===== config.mk =====
export PLATFORM = sky130hd
export DESIGN_NAME = tcw_controller
export DESIGN_NICKNAME = d
export VERILOG_FILES = /design/src/hdl/tcw_pkg.sv /design/src/hdl/tcw_controller.sv
export SDC_FILE = /design/constraint.sdc
export NUM_CORES = 1
export LEC_CHECK = 0
export BUFFER_PORTS_ARGS = -buffer_cell sky130_fd_sc_hd__buf_2
export CAP_MARGIN = 30
export CELL_PAD_IN_SITES_DETAIL_PLACEMENT = 0
export CELL_PAD_IN_SITES_GLOBAL_PLACEMENT = 1
export CORE_AREA = 10 10 47 49
export CTS_CLUSTER_SIZE = 14
export DETAILED_ROUTE_END_ITERATION = 16
export DIE_AREA = 0 0 57 59
export PLACE_DENSITY_LB_ADDON = 0.1
export REMOVE_ABC_BUFFERS = 1
export SYNTH_ARGS = -nofsm -noshare
export SYNTH_HDL_FRONTEND = slang
export SYNTH_SLANG_ARGS = --single-unit

===== constraint.sdc =====
create_clock -name clk -period 2.4 [get_ports clk]
set_clock_uncertainty 0.15 [all_clocks]
set_input_delay 0.24 -clock clk [delete_from_list [all_inputs] [get_ports clk]]
set_output_delay 0.24 -clock clk [all_outputs]
set_load 0.005 [all_outputs]

===== src/hdl/tcw_pkg.sv =====
// Shared types and constants for the text console writer.
// Holds port widths, function and character codes, the controller state type
// and the command/status structs that join the controller and the datapath.
package tcw_pkg;

  // Fixed port widths
  localparam int FUNC_W    = 2;
  localparam int CHAR_W    = 8;
  localparam int INDEX_W   = 11;
  localparam int COL_OUT_W = 7;
  localparam int ROW_OUT_W = 5;
  localparam int LOC_W     = 11;
  localparam int ATTR_W    = 8;
  localparam int CELL_W    = ATTR_W + CHAR_W;

  // Request function codes (code 3 is a no-op)
  typedef enum logic [FUNC_W-1:0] {
    FUNC_PUT   = 2'd0,
    FUNC_CLEAR = 2'd1,
    FUNC_READ  = 2'd2
  } func_t;

  // Character codes
  localparam logic [CHAR_W-1:0] CH_BACKSPACE  = 8'h08;
  localparam logic [CHAR_W-1:0] CH_TAB        = 8'h09;
  localparam logic [CHAR_W-1:0] CH_LF         = 8'h0A;
  localparam logic [CHAR_W-1:0] CH_CR         = 8'h0D;
  localparam logic [CHAR_W-1:0] CH_SPACE      = 8'h20;
  localparam logic [CHAR_W-1:0] CH_PRINT_LAST = 8'h7F;

  // Attribute after reset: white on black
  localparam logic [ATTR_W-1:0] RESET_ATTR = 8'h0F;

  // Controller states
  typedef enum logic [2:0] {
    ST_INIT,
    ST_IDLE,
    ST_DISPATCH,
    ST_PUT,
    ST_COPY,
    ST_DRAIN,
    ST_FILL,
    ST_DONE
  } state_t;

  // Datapath operations
  typedef enum logic [3:0] {
    DP_NOP,
    DP_CAPTURE,
    DP_PUT,
    DP_READ,
    DP_COPY,
    DP_DRAIN,
    DP_FILL,
    DP_INIT_FILL,
    DP_RESULT
  } dp_op_t;

  typedef struct packed {
    dp_op_t op;
    logic   home_cursor;
  } tcw_cmd_t;

  typedef struct packed {
    logic [FUNC_W-1:0] func;
    logic              put_scroll;
    logic              copy_last;
    logic              sweep_last;
    logic              out_free;
  } tcw_status_t;

endpackage


===== src/hdl/tcw_controller.sv =====
// Controller state machine of the text console writer.
// Sequences capture, put, read, scroll copy, drain, fill and result load; depends on tcw_pkg.
module tcw_controller import tcw_pkg::*; (
  input  logic        clk,
  input  logic        rst,
  input  logic        in_valid,
  output logic        in_stall,
  input  tcw_status_t status,
  output tcw_cmd_t    cmd
);

  state_t state;
  state_t state_next;

  // State register
  always_ff @(posedge clk) begin
    if (rst) begin
      state <= ST_INIT;
    end else begin
      state <= state_next;
    end
  end

  // Next state and commands
  always_comb begin
    state_next = state;
    cmd        = '{op: DP_NOP, home_cursor: 1'b0};
    in_stall   = 1'b1;
    unique case (state)
      ST_INIT: begin
        cmd.op = DP_INIT_FILL;
        if (status.sweep_last) state_next = ST_IDLE;
      end
      ST_IDLE: begin
        in_stall = 1'b0;
        if (in_valid) begin
          cmd.op     = DP_CAPTURE;
          state_next = ST_DISPATCH;
        end
      end
      ST_DISPATCH: begin
        case (status.func)
          FUNC_PUT: state_next = ST_PUT;
          FUNC_CLEAR: begin
            cmd.op          = DP_FILL;
            cmd.home_cursor = 1'b1;
            state_next      = ST_FILL;
          end
          FUNC_READ: begin
            cmd.op     = DP_READ;
            state_next = ST_DONE;
          end
          default: state_next = ST_DONE;
        endcase
      end
      ST_PUT: begin
        cmd.op     = DP_PUT;
        state_next = status.put_scroll ? ST_COPY : ST_DONE;
      end
      ST_COPY: begin
        cmd.op = DP_COPY;
        if (status.copy_last) state_next = ST_DRAIN;
      end
      ST_DRAIN: begin
        cmd.op     = DP_DRAIN;
        state_next = ST_FILL;
      end
      ST_FILL: begin
        cmd.op = DP_FILL;
        if (status.sweep_last) state_next = ST_DONE;
      end
      ST_DONE: begin
        if (status.out_free) begin
          cmd.op     = DP_RESULT;
          state_next = ST_IDLE;
        end
      end
      default: state_next = ST_INIT;
    endcase
  end

endmodule


# == Word level (Yosys, flattened, before mapping) ==
# Cells that the tools add are included.
# op_classes
n_eq_ne,14
n_reduce_logical,3
n_mux,15
# op_table
cell,n
case mux 4 bit (8 select lines),1
case mux 3 bit (8 select lines),1
2-to-1 mux 3 bit,5
== test 3 bit (second input constant),4
case mux 3 bit (2 select lines),2
inequality test 2 bit (second input constant),5
== test 3 x 2 -> 1 bit (second input constant),2
AND reduction 5 bit,1
2-to-1 mux 1 bit,4
2-to-1 mux 4 bit,1
== test 3 x 1 -> 1 bit (second input constant),1
logical NOT 3 bit,1
== test 2 x 1 -> 1 bit (second input constant),1
== test 2 bit (second input constant),1
logical NOT 2 bit,1
2-to-1 mux 2 bit,1
# totals
out_inout_bits,6
register_bits,3
word_cells,33
input_bits,9

# == Logic depth before layout (Yosys ltp) ==
# logic_depth
ltp_word,3
ltp_mapped,6
depth_no_buf,6

# == Worst setup path after synthesis ==
# Ideal clock, no wire load.
# synth_timing
path_kind,input port to output port
startpoint,input status[4] (netlist name)
endpoint,output cmd[2] (netlist name)
t_arrival_ps,1015
stages,4
path_slack_ps,995
required_time_ps,2010
n_path_buf,0
path_cell_list,inv_1 -> ha_1 -> or3_1 -> and3_1
# synth_rtl
element,line,rtl
from (decl),tcw_controller.sv:8,"input tcw_status_t status,"
to (decl),tcw_controller.sv:9,output tcw_cmd_t cmd

==> metrics.csv <==
metric,value,unit
h-tree-depth,1,
met3_usage,2.58,%
r2r_slack,760,ps
nFillCells,177,
portBuffers,14,
drt.antenna.violating_nets,0,
slowest_stage,dfxtp_1,
n_antenna_cell,0,
cts.clk_slew.worst_paths,40,ps
area_growth,27.2,%
pwr-share-seq,30.4,%
setup_tns,0,ps
cts_tree,built,
cts_buffer_depth,2,
met2_usage,9.46,%
cpLargestDelayFamily,simple AND/OR/NAND/NOR gates,
end_kind,output pin,
final.setup.worst_slack,381,ps
core,0.00140,mm^2
die-area,0.00336,mm^2
top_usage_layer,met2,
largest_reg_flops,3,
synth_area_leaders,"dfxtp_1 (16%), ha_1 (13%), nand2b_1 (8.4%)",
crit_chain,"nand2b_1, or3_1, and3_1, buf_2",
clkSinkCount,3,
hold_start,rst,
avgSynthCellArea,7.61,um^2
p_sw,0.188,mW
r2r-start,state[1]$_SDFFE_PP0P_,
grtUsageMet1,7.26,%
grt_pass1_wl,1750,um
track_usage,6.44,%
synth_async_sr_flop_share,0,%
pre_cts_ws,628,ps
path_class,reg -> out,
crit_path_max_incr_delay,590,ps
final_util,33.8,%
synth_area,373,um^2
ys_ff_latch,3,
worst_r2r_path_depth,4,
worstHoldEndpoint,state[1]$_SDFFE_PP0P_,
wl,990,um
period_needed,2020,ps
cts_setup_buffers,0,
cts_resized,0,
largestRegisters,state: 3 flops,
p_sw_share,43.2,%
globalRoute.totalOverflow,0,
antenna_found_initial,0,
detail_route.wl_per_cell,12.4,um
synth_edf_count,0,
hp-class,in -> reg,
drc,0,
critPathBufInv,1,
gp_congestion,0.670,
drt_first_pass_iters,4,
synth_xor_area_share,0,%
synth_compound_area_share,23.8,%
start_util,26.6,%
synthAdderAreaFrac,13.4,%
hold_viol,0,
synth.distinct_cells,22,
clk_latency,240,ps
yosys_warnings,0,
rsz0062_at_grt,false,
layout.nets,78,
grt_max_degree,17,
yosys-top-cells-count,"nor2_1 (6), a21oi_1 (5), inv_1 (5), nand2b_1 (5), ha_1 (4)",
synth_top_family_by_area,simple AND/OR/NAND/NOR gates,
vias,384,
synth.area.mux_share,5.37,%
grt_pass1_vias,418,
synth.largest_area_cell,dfxtp_1,
setup_viol,0,
place_hpwl,746,um
whs,68.1,ps
cts-root-buf,clkbuf_4,
max_slew_margin,64.6,%
max-vdd-ir-drop,362,uV
pwr-share-clk,21.3,%
synthCells,49,
drive_gt1_share,31.3,%
p_per_area,920,mW/mm^2
core.rowCount,14,
start_kind,flop,
drt_iter0_drc,5,
ctsHoldBuffers,0,
synth-simple-area-share,32.2,%
required,2010,ps
via_per_inst,4.80,
finalCritPeriodShare,84.1,%
p_comb_share,48.3,%
die_y,59,um
drv_cap,0,
numCtsBuffers,3,
leakagePower,0.228,nW
status,finished clean,
worstHoldPathCells,2,
synth.most_common_cell,nor2_1,
die_w,57,um
regMostFlops,state,
ios,15,
crit_fanout,15,
intPower,0.248,mW
ys.flop_type,dfxtp_1,
seq_area_frac_synth,16.1,%
drv_slew,0,
worst_slew_pin_slew,531,ps
worstReg2RegEnd,state[2]$_SDFFE_PP0P_,
cp_data_arrival_time,1630,ps
synth_top_area_share,16.1,%
fmax,495,MHz
[logic make-up (layout without fill, tap and decap cells)]
family,count (synthesis),in the layout
AOI/OAI and AO/OA,11,11
buffers and inverters,8,23
muxes,2,2
adders and majority gates,4,4
DFF,3,3
and+or+nand+nor,21,21
[layer usage]
metal / up-vias / routed length, um
li1: 203 / -
met1: 168 / 483
met2: 11 / 427
met3: 2 / 52
met4: 0 / 27
met5: - / 0
[power groups by stage]
| stage | sequential, mW | clock, mW | combinational, mW |
|---|---|---|---|
| final | 0.133 | 0.0931 | 0.211 |
| after CTS | 0.133 | 0.0955 | 0.217 |
| after global placement | 0.135 | 0 | 0.217 |
| after global routing | 0.141 | 0.0987 | 0.248 |
| after detailed placement | 0.134 | 0 | 0.215 |
| after floorplan | 0.114 | 0 | 0.147 |
[placed cells by master (no fill, tap or decap)]
| master | Yosys | layout |
|---|---|---|
| ha_1 | 4 | 4 |
| clkbuf_4 | 0 | 3 |
| a311o_1 | 1 | 1 |
| nand2_1 | 2 | 2 |
| a21oi_1 | 5 | 5 |
| nand3b_1 | 1 | 1 |
| inv_1 | 5 | 5 |
| nor3b_1 | 1 | 1 |
| a31oi_2 | 1 | 1 |
| a311oi_2 | 1 | 1 |
| o2111a_1 | 1 | 1 |
| or3_1 | 1 | 1 |
| nor3_1 | 1 | 1 |
| clkbuf_1 | 0 | 1 |
| and4_1 | 1 | 1 |
| a221o_1 | 1 | 1 |
| nand2b_1 | 5 | 5 |
| mux2i_1 | 2 | 2 |
| or3_4 | 1 | 1 |
| buf_2 | 3 | 14 |
| nor2_1 | 6 | 6 |
| and3_1 | 2 | 2 |
| o21ai_1 | 1 | 1 |
| dfxtp_1 | 3 | 3 |
[how the worst max path moves through the flow]
stage,from,end,slack (ps),depth (start not counted)
after global routing,state[1]$_SDFFE_PP0P_,cmd[2],210,4
final,state[1]$_SDFFE_PP0P_,cmd[2],380,4
after floorplan,state[1]$_SDFFE_PP0P_,cmd[2],890,3
after CTS,state[1]$_SDFFE_PP0P_,cmd[2],370,4
after global placement,state[1]$_SDFFE_PP0P_,cmd[2],640,4
after detailed placement,state[1]$_SDFFE_PP0P_,cmd[2],630,4
[per-stage QoR]
| stage | instances | power [mW] | cell area [um^2] |
|---|---|---|---|
| 6_report | 80 | 0.436 | 474 |
| 4_1_cts | 80 | 0.445 | 474 |
| 2_1_floorplan | 46 | 0.262 | 358 |
| 3_5_place_dp | 76 | 0.349 | 448 |
| 5_1_grt | 80 | 0.488 | 474 |
| 3_3_place_gp | 76 | 0.352 | 448 |
[layout make-up]
cell class	instances	area [um^2]	area share, %
Timing Repair Buffer	14	70.1	14.8
Inverter	5	18.8	3.96
Clock buffer	4	26.3	5.54
Sequential cell	3	60.1	12.7
Multi-Input combinational cell	38	279	58.8
Tap cell	16	20.0	4.22
No activity file was read; power rests on OpenSTA's default activity.
